$ cat src/chip_select_address_decoder_assert.svh
// assertion macros for the chip select address decoder
`ifndef CHIP_SELECT_ADDRESS_DECODER_ASSERT_SVH
`define CHIP_SELECT_ADDRESS_DECODER_ASSERT_SVH

`ifndef SYNTHESIS
`define CSD_ASSERT_IMP(lbl, clk, rst_n, ante, cons) \
    lbl: assert property (@(posedge clk) disable iff (!rst_n) (ante) |-> (cons)) \
        else $error("assertion failed");
`define CSD_ASSERT_NXT(lbl, clk, rst_n, ante, cons) \
    lbl: assert property (@(posedge clk) disable iff (!rst_n) (ante) |=> (cons)) \
        else $error("assertion failed");
`else
`define CSD_ASSERT_IMP(lbl, clk, rst_n, ante, cons)
`define CSD_ASSERT_NXT(lbl, clk, rst_n, ante, cons)
`endif

`endif

$ cat src/csd_pkg.sv
// types, constants and window function of the chip select address decoder
package csd_pkg;

    localparam int unsigned ADDR_W   = 24;
    localparam int unsigned SETUP_W  = 24;
    localparam int unsigned NUM_CS   = 4;
    localparam int unsigned IDX_W    = 3;

    localparam logic [ADDR_W-1:0] INTERNAL_LIMIT = 24'h000FE0;

    localparam logic [7:0] CTRL_ENABLE   = 8'h80;
    localparam logic [7:0] CTRL_OVERRIDE = 8'h40;

    localparam logic [ADDR_W-1:0] MASK_CS0_MID = 24'h003F00;
    localparam logic [ADDR_W-1:0] MASK_CS1_MID = 24'h007F00;
    localparam logic [ADDR_W-1:0] MASK_LOW_WIDE = 24'h0001FF;
    localparam logic [ADDR_W-1:0] MASK_LOW_NARROW = 24'h0000FF;
    localparam logic [14:0]       MASK_HI_LOW = 15'h7FFF;

    localparam logic [SETUP_W-1:0] CS0_RESET = 24'h00FFFF;
    localparam logic [SETUP_W-1:0] CS1_RESET = 24'h00FFFF;
    localparam logic [SETUP_W-1:0] CS2_RESET = 24'h80FFFF;
    localparam logic [SETUP_W-1:0] CS3_RESET = 24'h00FFFF;
    localparam logic [NUM_CS-1:0]  SLOTS_RESET = 4'h0;

    typedef enum logic [IDX_W-1:0] {
        REG_CS0   = 3'd0,
        REG_CS1   = 3'd1,
        REG_CS2   = 3'd2,
        REG_CS3   = 3'd3,
        REG_SLOTS = 3'd4
    } t_reg_idx;

    typedef enum logic [2:0] {
        TGT_INTERNAL = 3'd0,
        TGT_CS0      = 3'd1,
        TGT_CS1      = 3'd2,
        TGT_CS2      = 3'd3,
        TGT_CS3      = 3'd4,
        TGT_NONE     = 3'd5
    } t_target;

    // last address of a select window
    function automatic logic [ADDR_W-1:0] window_end(
        input logic [1:0] sel,
        input logic [7:0] start_b,
        input logic [7:0] m
    );
        logic [ADDR_W-1:0] mask;
        logic [ADDR_W-1:0] start_a;
        start_a = {start_b, 16'h0000};
        if (sel == 2'd0) begin
            mask = {3'b000, m[7:2], 15'h0000};
            mask = mask | (m[1] ? MASK_CS0_MID : '0);
            mask = mask | (m[0] ? MASK_LOW_WIDE : MASK_LOW_NARROW);
        end else if (sel == 2'd1) begin
            mask = {2'b00, m[7:2], 16'h0000};
            mask = mask | (m[1] ? MASK_CS1_MID : '0);
            mask = mask | (m[0] ? MASK_LOW_WIDE : MASK_LOW_NARROW);
        end else begin
            mask = {1'b0, m, MASK_HI_LOW};
        end
        return start_a | mask;
    endfunction

endpackage

$ cat src/chip_select_address_decoder.sv
// chip select address decoder: one bus address in, one target out
// an accepted request is taken into the input register, then decoded into the result register with o_valid
// throughput: one request per cycle, busy never asserts
// stages: input register, then decode into the result register
// i_rst_n is synchronous active low; it restores the select setup registers
// and drops all pending requests; results cannot be stalled by the receiver
`include "chip_select_address_decoder_assert.svh"

module chip_select_address_decoder
    import csd_pkg::*;
(
    input  logic                i_clk,
    input  logic                i_rst_n,
    input  logic                start,
    output logic                busy,
    input  logic [ADDR_W-1:0]   i_bus_address,
    output logic                o_valid,
    output logic [2:0]          o_target,
    input  logic                i_cfg_we,
    input  logic [IDX_W-1:0]    i_cfg_index,
    input  logic [SETUP_W-1:0]  i_cfg_data
);

    logic [SETUP_W-1:0] r_cs_setup [NUM_CS];
    logic [NUM_CS-1:0]  r_slots;

    logic               r_in_vld;
    logic [ADDR_W-1:0]  r_addr;
    logic               r_out_vld;
    t_target            r_target;

    logic [NUM_CS-1:0]  hit;
    t_target            n_target;

    assign busy = 1'b0;

    // configuration writes
    always_ff @(posedge i_clk) begin
        if (!i_rst_n) begin
            r_cs_setup[0] <= CS0_RESET;
            r_cs_setup[1] <= CS1_RESET;
            r_cs_setup[2] <= CS2_RESET;
            r_cs_setup[3] <= CS3_RESET;
            r_slots       <= SLOTS_RESET;
        end else if (i_cfg_we) begin
            unique case (i_cfg_index)
                REG_CS0:   r_cs_setup[0] <= i_cfg_data;
                REG_CS1:   r_cs_setup[1] <= i_cfg_data;
                REG_CS2:   r_cs_setup[2] <= i_cfg_data;
                REG_CS3:   r_cs_setup[3] <= i_cfg_data;
                REG_SLOTS: r_slots       <= i_cfg_data[NUM_CS-1:0];
                default: ;
            endcase
        end
    end

    // per-select window match
    always_comb begin
        logic [7:0]        ctrl;
        logic [ADDR_W-1:0] w_start;
        logic [ADDR_W-1:0] w_end;
        for (int i = 0; i < NUM_CS; i++) begin
            ctrl    = r_cs_setup[i][23:16];
            w_start = {r_cs_setup[i][15:8], 16'h0000};
            w_end   = window_end(2'(i), r_cs_setup[i][15:8], r_cs_setup[i][7:0]);
            if (!r_slots[i] || (ctrl & CTRL_ENABLE) == 8'h00) begin
                hit[i] = 1'b0;
            end else if (i == 2 && (ctrl & CTRL_OVERRIDE) == 8'h00) begin
                hit[i] = 1'b1;
            end else begin
                hit[i] = (r_addr >= w_start) && (r_addr <= w_end);
            end
        end
    end

    // priority select
    always_comb begin
        if (r_addr < INTERNAL_LIMIT) begin
            n_target = TGT_INTERNAL;
        end else if (hit[0]) begin
            n_target = TGT_CS0;
        end else if (hit[1]) begin
            n_target = TGT_CS1;
        end else if (hit[2]) begin
            n_target = TGT_CS2;
        end else if (hit[3]) begin
            n_target = TGT_CS3;
        end else begin
            n_target = TGT_NONE;
        end
    end

    always_ff @(posedge i_clk) begin
        if (!i_rst_n) begin
            r_in_vld  <= 1'b0;
            r_out_vld <= 1'b0;
        end else begin
            r_in_vld  <= start && !busy;
            r_out_vld <= r_in_vld;
        end
    end

    always_ff @(posedge i_clk) begin
        if (start && !busy) begin
            r_addr <= i_bus_address;
        end
        if (r_in_vld) begin
            r_target <= n_target;
        end
    end

    assign o_valid  = r_out_vld;
    assign o_target = r_target;

    `CSD_ASSERT_NXT(a_req_to_result, i_clk, i_rst_n, start, ##1 o_valid)
    `CSD_ASSERT_NXT(a_no_req_no_result, i_clk, i_rst_n, !start, ##1 !o_valid)
    `CSD_ASSERT_NXT(a_internal_first, i_clk, i_rst_n,
        r_in_vld && r_addr < INTERNAL_LIMIT, o_target == TGT_INTERNAL)
    `CSD_ASSERT_NXT(a_empty_slots_none, i_clk, i_rst_n,
        r_in_vld && r_slots == '0 && r_addr >= INTERNAL_LIMIT, o_target == TGT_NONE)
    `CSD_ASSERT_IMP(a_target_range, i_clk, i_rst_n, o_valid, o_target <= TGT_NONE)

endmodule

$ cat config.mk
export PLATFORM = sky130hd
export DESIGN_NAME = chip_select_address_decoder
export DESIGN_NICKNAME = d
export VERILOG_FILES = /design/src/csd_pkg.sv /design/src/chip_select_address_decoder.sv
export VERILOG_INCLUDE_DIRS = /design/src /design/src/src
export SDC_FILE = /design/constraint.sdc
export NUM_CORES = 1
export LEC_CHECK = 0
export ABC_AREA = 1
export ABC_CLOCK_PERIOD_IN_PS = 4550
export BUFFER_PORTS_ARGS = -buffer_cell sky130_fd_sc_hd__buf_2
export CAP_MARGIN = 20
export CORE_ASPECT_RATIO = 0.9
export CORE_MARGIN = 2
export CORE_UTILIZATION = 55
export CTS_CLUSTER_SIZE = 28
export DETAILED_ROUTE_END_ITERATION = 10
export PLACE_DENSITY = 0.72
export SLEW_MARGIN = 10
export SYNTH_ARGS = -nofsm -noshare
export SYNTH_HDL_FRONTEND = slang
export SYNTH_SLANG_ARGS = --single-unit
$ cat constraint.sdc
create_clock -name i_clk -period 4.55 [get_ports i_clk]
set_input_delay 0 -clock i_clk [delete_from_list [all_inputs] [get_ports i_clk]]
set_output_delay 0 -clock i_clk [all_outputs]
set_load 0.05 [all_outputs]
==> results of run 1 <==
stage by stage:
stage | setup WS, ns | hold slack, ns | util | cell area [sq um] | instances
after floorplan | 2.72 | 0.0976 | - | 5840 | 618
after global placement | 2.42 | 0.177 | 0.606 | 6230 | 793
after detailed placement | 2.39 | 0.178 | 0.606 | 6230 | 793
after CTS | 2.39 | 0.00384 | 0.676 | 6960 | 848
after global routing | 2.17 | 0.0181 | 0.676 | 6960 | 848
final | 2.40 | -0.000347 | 0.676 | 6960 | 848
per-layer routing:
metal / wire length (um) / vias to the layer above / part of all wire
met5: 0 / - / 0
met4: 240 / 0 / 0.018
met3: 564 / 16 / 0.043
met2: 6310 / 105 / 0.49
met1: 5890 / 2072 / 0.45
li1: - / 2224 / -
worst max path at each step:
stage | from | to | slack (ns) | cells after the start
after floorplan | r_addr[21] | o_target[2] | 2.72 | 10
after global placement | r_addr[21] | o_target[2] | 2.42 | 10
after detailed placement | r_addr[21] | o_target[2] | 2.39 | 10
after CTS | r_addr[21] | o_target[2] | 2.39 | 10
after global routing | r_addr[21] | o_target[2] | 2.17 | 10
final | r_addr[22] | o_target[0] | 2.40 | 10
worst max-delay path: stages (launching register included):
cell and delay (ns):
edfxtp_1 0.54, ha_1 0.35, nand2_1 0.09, inv_2 0.07, nand3_1 0.14, nor2_1 0.28
nand4_1 0.14, nand2_1 0.11, nand3_2 0.07, nand2_1 0.08, a21oi_2 0.05
Yosys cell counts (all sizes together):
cell	instances	area, sq um
buf	5	30.0
and2	1	6.26
nand2	172	656
o21ai	16	80.1
nor3	6	40.0
nand4	7	43.8
nor2	74	338
o21ba	1	10.0
nand3	17	100
inv	96	360
clkinv	1	3.75
ha	73	913
a21o	4	30.0
nor4	2	12.5
dfxtp	6	120
o21a	2	16.3
o21bai	1	7.51
clkbuf	1	3.75
and3	2	12.5
a21oi	34	174
edfxtp	96	2880
conb	1	3.75
cell type report:
type | count | area, sq um | area share
sequential | 102 | 3000 | 0.431
multi-input combinational | 413 | 2440 | 0.351
timing repair buffer | 91 | 651 | 0.0935
inverter | 97 | 364 | 0.0523
clock buffer | 10 | 229 | 0.0329
tap | 129 | 161 | 0.0232
clock inverter | 6 | 109 | 0.0156
cell usage in the layout, fill, tap and decap left out, types with 2 or more instances in the layout:
cell	netlist	final
ha_1	73	73
o21ai_1	6	6
nand2_2	4	4
o21ai_0	10	10
nor2_4	4	4
nand3_2	3	3
inv_2	5	5
nor3_1	4	4
a21oi_1	33	33
inv_1	91	91
a21o_1	4	4
nor4_1	2	2
clkbuf_16	0	9
bufinv_16	0	3
dlygate4sd3_1	0	39
nand3_1	14	14
and3_1	2	2
clkinv_2	0	2
nand4_1	7	7
nand2_1	168	168
nor2_2	12	12
nor3_2	2	2
buf_2	3	52
dfxtp_1	6	6
edfxtp_1	96	96
nor2_1	58	58
power breakdown:
part / internal (mW) / switching, mW
Sequential: 1.09 / 0.0489
Combinational: 0.140 / 0.200
Clock: 0.538 / 0.338
state kept, by name (all words and copies together) (netlist names):
name / cells
o_target: 3
r_slots: 4
r_in_vld: 1
r_addr: 24
r_cs_setup: 69
o_valid: 1
cell families after synthesis:
kind of cell,share of synthesized area
other cells,0.000642
buf+inv,0.0681
fa+ha+maj,0.156
flops,0.514
compound gates,0.0544
simple gates,0.207
==> flow_summary.toml, run 1 <==
[status]
outcome = "finished, violations left"
violations = "negative hold slack"

[setup_path]
worstSetupPathType = "reg -> reg"
r2r-start = "r_addr[22]"
r2r_end = "o_target[0]"
cp.required_ns = 4.66
crit_path_start_kind = "flop"
r2r_slack_ns = 2.40
crit_path_max_fanout = 7
end_kind = "flop"
reg2reg_depth = 10
worstPathArrival_ns = 2.26

[floorplanning]
fp.dieW_um = 113
coreArea_sq_um = 10300
start_util = 0.568
ioPinCount = 60
die_h_um = 102
fp-row-count = 35
die_area_sq_um = 11500

[placed_design]
dpl.hpwl_um = 9450
place.gp.congestion = 0.915
port_buffers = 52

[global_routing]
grt_overflow = 0
top_usage_layer = "met2"
grt_use_met1 = 0.302
grt_first_pass_wirelength_um = 20700
grt_pass1_vias = 4385
use_met3 = 0.0455
grtUsageMet2 = 0.411
grt_max_degree = 26
grt.total_usage = 0.237
antenna_found_initial = 0

[hold_path]
hp-start = "i_cfg_data[3]"
worstHoldPathCells = 3
hold_class = "in -> reg"
hold_end = "r_slots[3]"

[detailed_routing]
firstDrtPassIters = 5
finalWirelength_um = 13000
drtIter0Drc = 209
postRouteAntennaNets = 0
drc = 0
wl_per_cell_um = 15.3
vias_per_cell = 5.21
vias = 4417

[clock_network]
clockRootBuffer = "clkbuf_16"
ctsHoldBuffers = 39
clock-sinks = 102
cts_tree = "yes"
numCtsBuffers = 9
clkLatencyLatePin_ns = 0.35
path_clk_slew_ns = 0.07
cts_setup_buffers = 0
cts_resized = 0
h-tree-depth = 3
cts_buffer_depth = 2

[sta]
setup_viol = 0
rsz0062_at_grt = "no"
fin_setup_tns_ns = 0
tightestPinTransition_ns = 0.819
slew_headroom = 0.453
slew_violations = 0
hold_viol_final = 1
finalClockSkew_ns = 0.00851
period_needed_ns = 2.15
period_share = 0.474
fmax_mhz = 464
hold_slack_ns = -0.000347

[power]
p_leak_nw = 3.21
power_density_nw_per_um2 = 339
ir_drop_mv = 0.393
total_power_mw = 2.36

[final_layout]
nFillCells = 799
fin_nets = 842
synthToLayoutAreaGrowth_pct = 19.1
diodes = 0
final_layout_size_suffix_gt1_frac = 0.139

[synth]
synth-seq-area-share = 0.514
yosysWarnings = 0
syn_area_sq_um = 5840
syn_inst = 618
syn_area_per_cell_sq_um = 9.46
ys_ff_latch = 102
ys_types = 32
syn-num-nets = 746

[job]
cap_violations = 0
(Power assumes the default switching activity.)
==> inputs of run 2 (changes only) <==
--- a/config.mk
+++ b/config.mk
@@ -7,7 +7,7 @@
 export NUM_CORES = 1
 export LEC_CHECK = 0
 export ABC_AREA = 1
-export ABC_CLOCK_PERIOD_IN_PS = 4550
+export ABC_CLOCK_PERIOD_IN_PS = 2200
 export BUFFER_PORTS_ARGS = -buffer_cell sky130_fd_sc_hd__buf_2
 export CAP_MARGIN = 20
 export CORE_ASPECT_RATIO = 0.9
==> constraint.sdc (replaced) <==
create_clock -name i_clk -period 2.2 [get_ports i_clk]
set_input_delay 0 -clock i_clk [delete_from_list [all_inputs] [get_ports i_clk]]
set_output_delay 0 -clock i_clk [all_outputs]
set_load 0.05 [all_outputs]
==> run 2 against run 1 <==
  * The run now ends clean
  * Non-clock buffer count up 16
  * Critical endpoint unchanged
  * Highest routed layer unchanged
  * Combinational power increased by 120%
  * Critical path depth rose by 1
  * First-iteration DRC count rose by 18%
  * Setup slack worse by 2.3 ns
  * Worst hold slack gained 0.0048 ns
==> flow_summary.toml, run 2 (same netlist as run 1, synthesis figures left out) <==
[global_routing]
grt_first_pass_wirelength_um = 21700
grt.total_usage = 0.249
antenna_found_initial = 0
grt_pass1_vias = 4299
grt_overflow = 0
grt_max_degree = 26

[floorplanning]
coreArea_sq_um = 10300
die_area_sq_um = 11500
fp-row-count = 35
start_util = 0.568
die_h_um = 102
fp.dieW_um = 113
ioPinCount = 60

[sta]
fin_setup_tns_ns = 0
slew_violations = 0
tightestPinTransition_ns = 0.601
setup_viol = 0
hold_viol_final = 0
period_needed_ns = 2.08
period_share = 0.944
slew_headroom = 0.599
finalClockSkew_ns = 0.00447
fmax_mhz = 482
rsz0062_at_grt = "no"
setup_slack_ns = 0.123

[setup_path]
end_kind = "flop"
r2r_end = "o_target[0]"
r2r-start = "r_addr[22]"
cp.required_ns = 2.31
r2r_slack_ns = 0.12
reg2reg_depth = 11
crit_path_max_fanout = 5
crit_path_start_kind = "flop"
worstSetupPathType = "reg -> reg"
worstPathArrival_ns = 2.19

[power]
ir_drop_mv = 0.637
power_density_nw_per_um2 = 656
total_power_mw = 4.62
p_leak_nw = 3.25

[placed_design]
port_buffers = 52
place.gp.congestion = 0.932
pre_cts_slack_ns = 0.104
dpl.hpwl_um = 9820

[detailed_routing]
vias = 4474
drtIter0Drc = 246
postRouteAntennaNets = 0
firstDrtPassIters = 5
finalWirelength_um = 13600
wl_per_cell_um = 15.8
vias_per_cell = 5.18
drc = 0

[final_layout]
diodes = 0
fin_nets = 858
final_layout_size_suffix_gt1_frac = 0.156
mostFrequentLayoutCells = "nand2_1, edfxtp_1, inv_1, ha_1, nor2_1"
final_util = 0.684
largest_register_ffs = 69
mostFrequentLayoutCell = "nand2_1"
synthToLayoutAreaGrowth_pct = 20.4
top_register = "r_cs_setup"
largestRegisters = "r_cs_setup (69), r_addr (24), r_slots (4)"
nFillCells = 815

[hold_path]
hold_class = "in -> reg"
worstHoldPathCells = 3
hold_end = "r_slots[2]"
hp-start = "i_cfg_data[2]"

[clock_network]
numCtsBuffers = 9
cts_tree = "yes"
h-tree-depth = 3
path_clk_slew_ns = 0.07
cts_buffer_depth = 2
clock-sinks = 102
clockRootBuffer = "clkbuf_16"
clkLatencyLatePin_ns = 0.35

[status]
outcome = "complete, no violations"

[job]
cap_violations = 0
run 2: layout make-up:
type | instances | area [sq um] | area share
sequential | 102 | 3000 | 0.427
multi-input combinational | 413 | 2450 | 0.348
timing repair buffer | 107 | 778 | 0.111
inverter | 97 | 364 | 0.0517
clock buffer | 9 | 225 | 0.0320
tap | 129 | 161 | 0.0229
clock inverter | 7 | 56.3 | 0.00800
run 2: per-stage QoR:
step / instances / area [sq um] / hold WS (ns)
after floorplan: 618 / 5840 / 0.0976
after global placement: 801 / 6290 / 0.177
after detailed placement: 801 / 6290 / 0.178
after CTS: 859 / 6990 / 0.0166
after global routing: 864 / 7040 / 0.0487
final: 864 / 7040 / 0.00444
run 2: worst max path at each step:
stage / endpoint / slack, ns / start / cells after the start
global route: o_target[2] / 0.01 / r_addr[20] / 10
global placement: o_target[2] / 0.15 / r_addr[21] / 10
detailed placement: o_target[2] / 0.10 / r_addr[21] / 10
floorplan: o_target[2] / 0.37 / r_addr[21] / 10
finish: o_target[0] / 0.12 / r_addr[22] / 11
CTS: o_target[2] / 0.09 / r_addr[21] / 10
run 2: critical path: stages, from the launching register on:
cell and delay, ns:
edfxtp_1 0.45, buf_4 0.20, ha_1 0.28, nand2_1 0.08
nor2_2 0.16, nand4_1 0.11, o21ai_1 0.20, nand2_1 0.07
nor2_1 0.12, nand2_1 0.07, nand2_1 0.07, a21oi_2 0.05
run 2: per-layer routing:
| layer | wire, um | part of all wire | global-route usage | vias to the layer above |
|---|---|---|---|---|
| li1 | - | - | - | 2254 |
| met1 | 6670 | 0.49 | 0.358 | 2085 |
| met2 | 6050 | 0.44 | 0.388 | 121 |
| met3 | 724 | 0.053 | 0.0515 | 14 |
| met4 | 182 | 0.013 | 0.0675 | 0 |
| met5 | 0 | 0 | 0 | - |
run 2: power by group:
part           switching [mW]  total [mW]  internal, mW
logic                   0.447       0.757         0.311
clock network           0.739        1.52         0.781
registers              0.0823        2.34          2.26
total                    1.27        4.62          3.35
run 2: repair_timing:
| action | CTS | global route |
|---|---|---|
| buffers inserted | 0 | 5 |
| hold endpoints to repair | 84 | 0 |
| setup endpoints to repair | 0 | 3 |
| hold buffers | 42 | 0 |
| resized for setup | 0 | 1 |
==> inputs of run 3 (changes only) <==
--- a/config.mk
+++ b/config.mk
@@ -8,14 +8,14 @@
 export LEC_CHECK = 0
 export ABC_AREA = 1
 export ABC_CLOCK_PERIOD_IN_PS = 2200
-export BUFFER_PORTS_ARGS = -buffer_cell sky130_fd_sc_hd__buf_2
 export CAP_MARGIN = 20
 export CORE_ASPECT_RATIO = 0.9
 export CORE_MARGIN = 2
 export CORE_UTILIZATION = 55
 export CTS_CLUSTER_SIZE = 28
 export DETAILED_ROUTE_END_ITERATION = 10
-export PLACE_DENSITY = 0.72
+export DONT_BUFFER_PORTS = 1
+export PLACE_DENSITY = 0.67
 export SLEW_MARGIN = 10
 export SYNTH_ARGS = -nofsm -noshare
 export SYNTH_HDL_FRONTEND = slang
==> run 3 against run 2 <==
  * Non-clock buffer count is 40 lower
  * Die area stayed put
  * Wire length is 3.6% lower
  * Largest power group unchanged
==> flow_summary.toml, run 3 (same netlist as run 1, synthesis figures left out) <==
[floorplanning]
ioPinCount = 60
start_util = 0.568
fp.dieW_um = 113
die_area_sq_um = 11500
coreArea_sq_um = 10300
die_h_um = 102
fp-row-count = 35

[global_routing]
grt_first_pass_wirelength_um = 21000
top_usage_layer = "met2"
grt_pass1_vias = 4161
grt_use_met1 = 0.342
antenna_found_initial = 0
use_met3 = 0.0485
grt_max_degree = 25
grtUsageMet2 = 0.380
grt.total_usage = 0.243
grt_overflow = 0

[setup_path]
end_kind = "flop"
crit_top_cell = "nand2_1"
worstSetupPathType = "reg -> reg"
cp_slowest_stage_delay_ns = 0.52
critical_path.top_delay_family = "simple AND/OR/NAND/NOR gates"
slowest_stage = "edfxtp_1"
worstPathArrival_ns = 2.20
r2r-start = "r_addr[21]"
crit_start = "r_addr[21]"
path_cells = "buf_4 > ha_1 > nand2_1 > nor2_2 > nand4_1 > o21ai_1 > nand2_1 > nor2_1 > nand2_1 > nand2_1 > a21oi_2"
path_buf_inv = 1
crit_path_start_kind = "flop"
crit_path_max_fanout = 5
cp.required_ns = 2.30

[placed_design]
port_buffers = 0
dpl.hpwl_um = 9600
place.gp.congestion = 0.950
dp_cells = 749
postPlaceCellArea_sq_um = 6030
pre_cts_slack_ns = 0.0483

[power]
switching_share = 0.263
pwr-share-seq = 0.523
intPower_mw = 3.31
power_density_nw_per_um2 = 654
p_clk_frac = 0.319
p_leak_nw = 3.11
combinationalPowerShare = 0.158
ir_drop_mv = 0.525
p_sw_mw = 1.18
total_power_mw = 4.50

[final_layout]
diodes = 0
mostFrequentLayoutCell = "nand2_1"
synthToLayoutAreaGrowth_pct = 17.7
largestRegisters = "r_cs_setup (69), r_addr (24), r_slots (4)"
fin_nets = 818
design_area_sq_um = 6880
top_register = "r_cs_setup"
final_util = 0.668
fin_cells = 823
mostFrequentLayoutCells = "nand2_1, edfxtp_1, inv_1, ha_1, nor2_1"
final_layout_size_suffix_gt1_frac = 0.0951
largest_register_ffs = 69
nFillCells = 800

[sta]
finalClockSkew_ns = 0.00711
fin_setup_tns_ns = 0
hold_slack_ns = 0.0158
fmax_mhz = 476
hold_viol_final = 0
setup_slack_ns = 0.101
setup_viol = 0
slew_violations = 0
rsz0062_at_grt = "no"
period_needed_ns = 2.10
period_share = 0.954

[hold_path]
hold_class = "in -> reg"
hp-start = "i_cfg_we"

[job]
cap_violations = 0

[detailed_routing]
wl_per_cell_um = 16.0
drtIter0Drc = 276
finalWirelength_um = 13100
postRouteAntennaNets = 0
drc = 0
vias = 4264
firstDrtPassIters = 5
vias_per_cell = 5.18

[clock_network]
clockRootBuffer = "clkbuf_16"
cts_tree = "yes"
clkLatencyLatePin_ns = 0.34
clock-sinks = 102
numCtsBuffers = 9
path_clk_slew_ns = 0.07
cts_buffer_depth = 2
h-tree-depth = 3

[status]
outcome = "complete, no violations"
==> run 3: cell count changes in the layout (fill, tap and decap cells not counted), sizes merged <==
cell,delta
buf,-47
dlygate4sd3,+7
clkinv,+2
clkinvlp,-2
inv,-2
clkbuf,+1
==> run 3: routing by layer <==
layer,vias up,share of wire
met5,-,0
met4,0,0.022
met3,21,0.054
met2,110,0.44
met1,1958,0.48
li1,2175,-
==> run 3: final timing paths <==
path / to / slack (ns) / depth (start not counted)
worst min register to register: o_valid / 0.50 / 2
worst min-delay path: r_slots[3] / 0.02 / 3
worst max-delay path: o_target[0] / 0.10 / 11
worst max register to register: o_target[0] / 0.10 / 11
==> run 3: worst min-delay path, cell delays in order <==
cell,delay [ns]
nand3_1,0.06
inv_1,0.10
a21oi_1,0.16
==> run 3: power groups by stage <==
stage	clock, mW	combinational, mW	sequential [mW]
2_1_floorplan	0	0.442	2.37
3_3_place_gp	0	0.572	2.41
3_5_place_dp	0	0.589	2.41
4_1_cts	1.45	0.672	2.37
5_1_grt	1.54	0.815	2.37
6_report	1.43	0.711	2.35
==> run 3: timing repair <==
| item | 4_1_cts | 5_1_grt |
|---|---|---|
| hold buffers | 49 | 0 |
| resized for setup | 0 | 2 |
| buffers inserted | 0 | 9 |
| setup endpoints to repair | 0 | 3 |
| hold endpoints to repair | 123 | 0 |
==> run 3: layout make-up <==
cell class                      count  area (sq um)  area share
Inverter                           97           364      0.0529
Tap cell                          129           161      0.0235
Clock inverter                      5          35.0     0.00509
Multi-Input combinational cell    413          2450       0.356
Clock buffer                       10           229      0.0333
Timing Repair Buffer               67           633      0.0921
Sequential cell                   102          3000       0.437
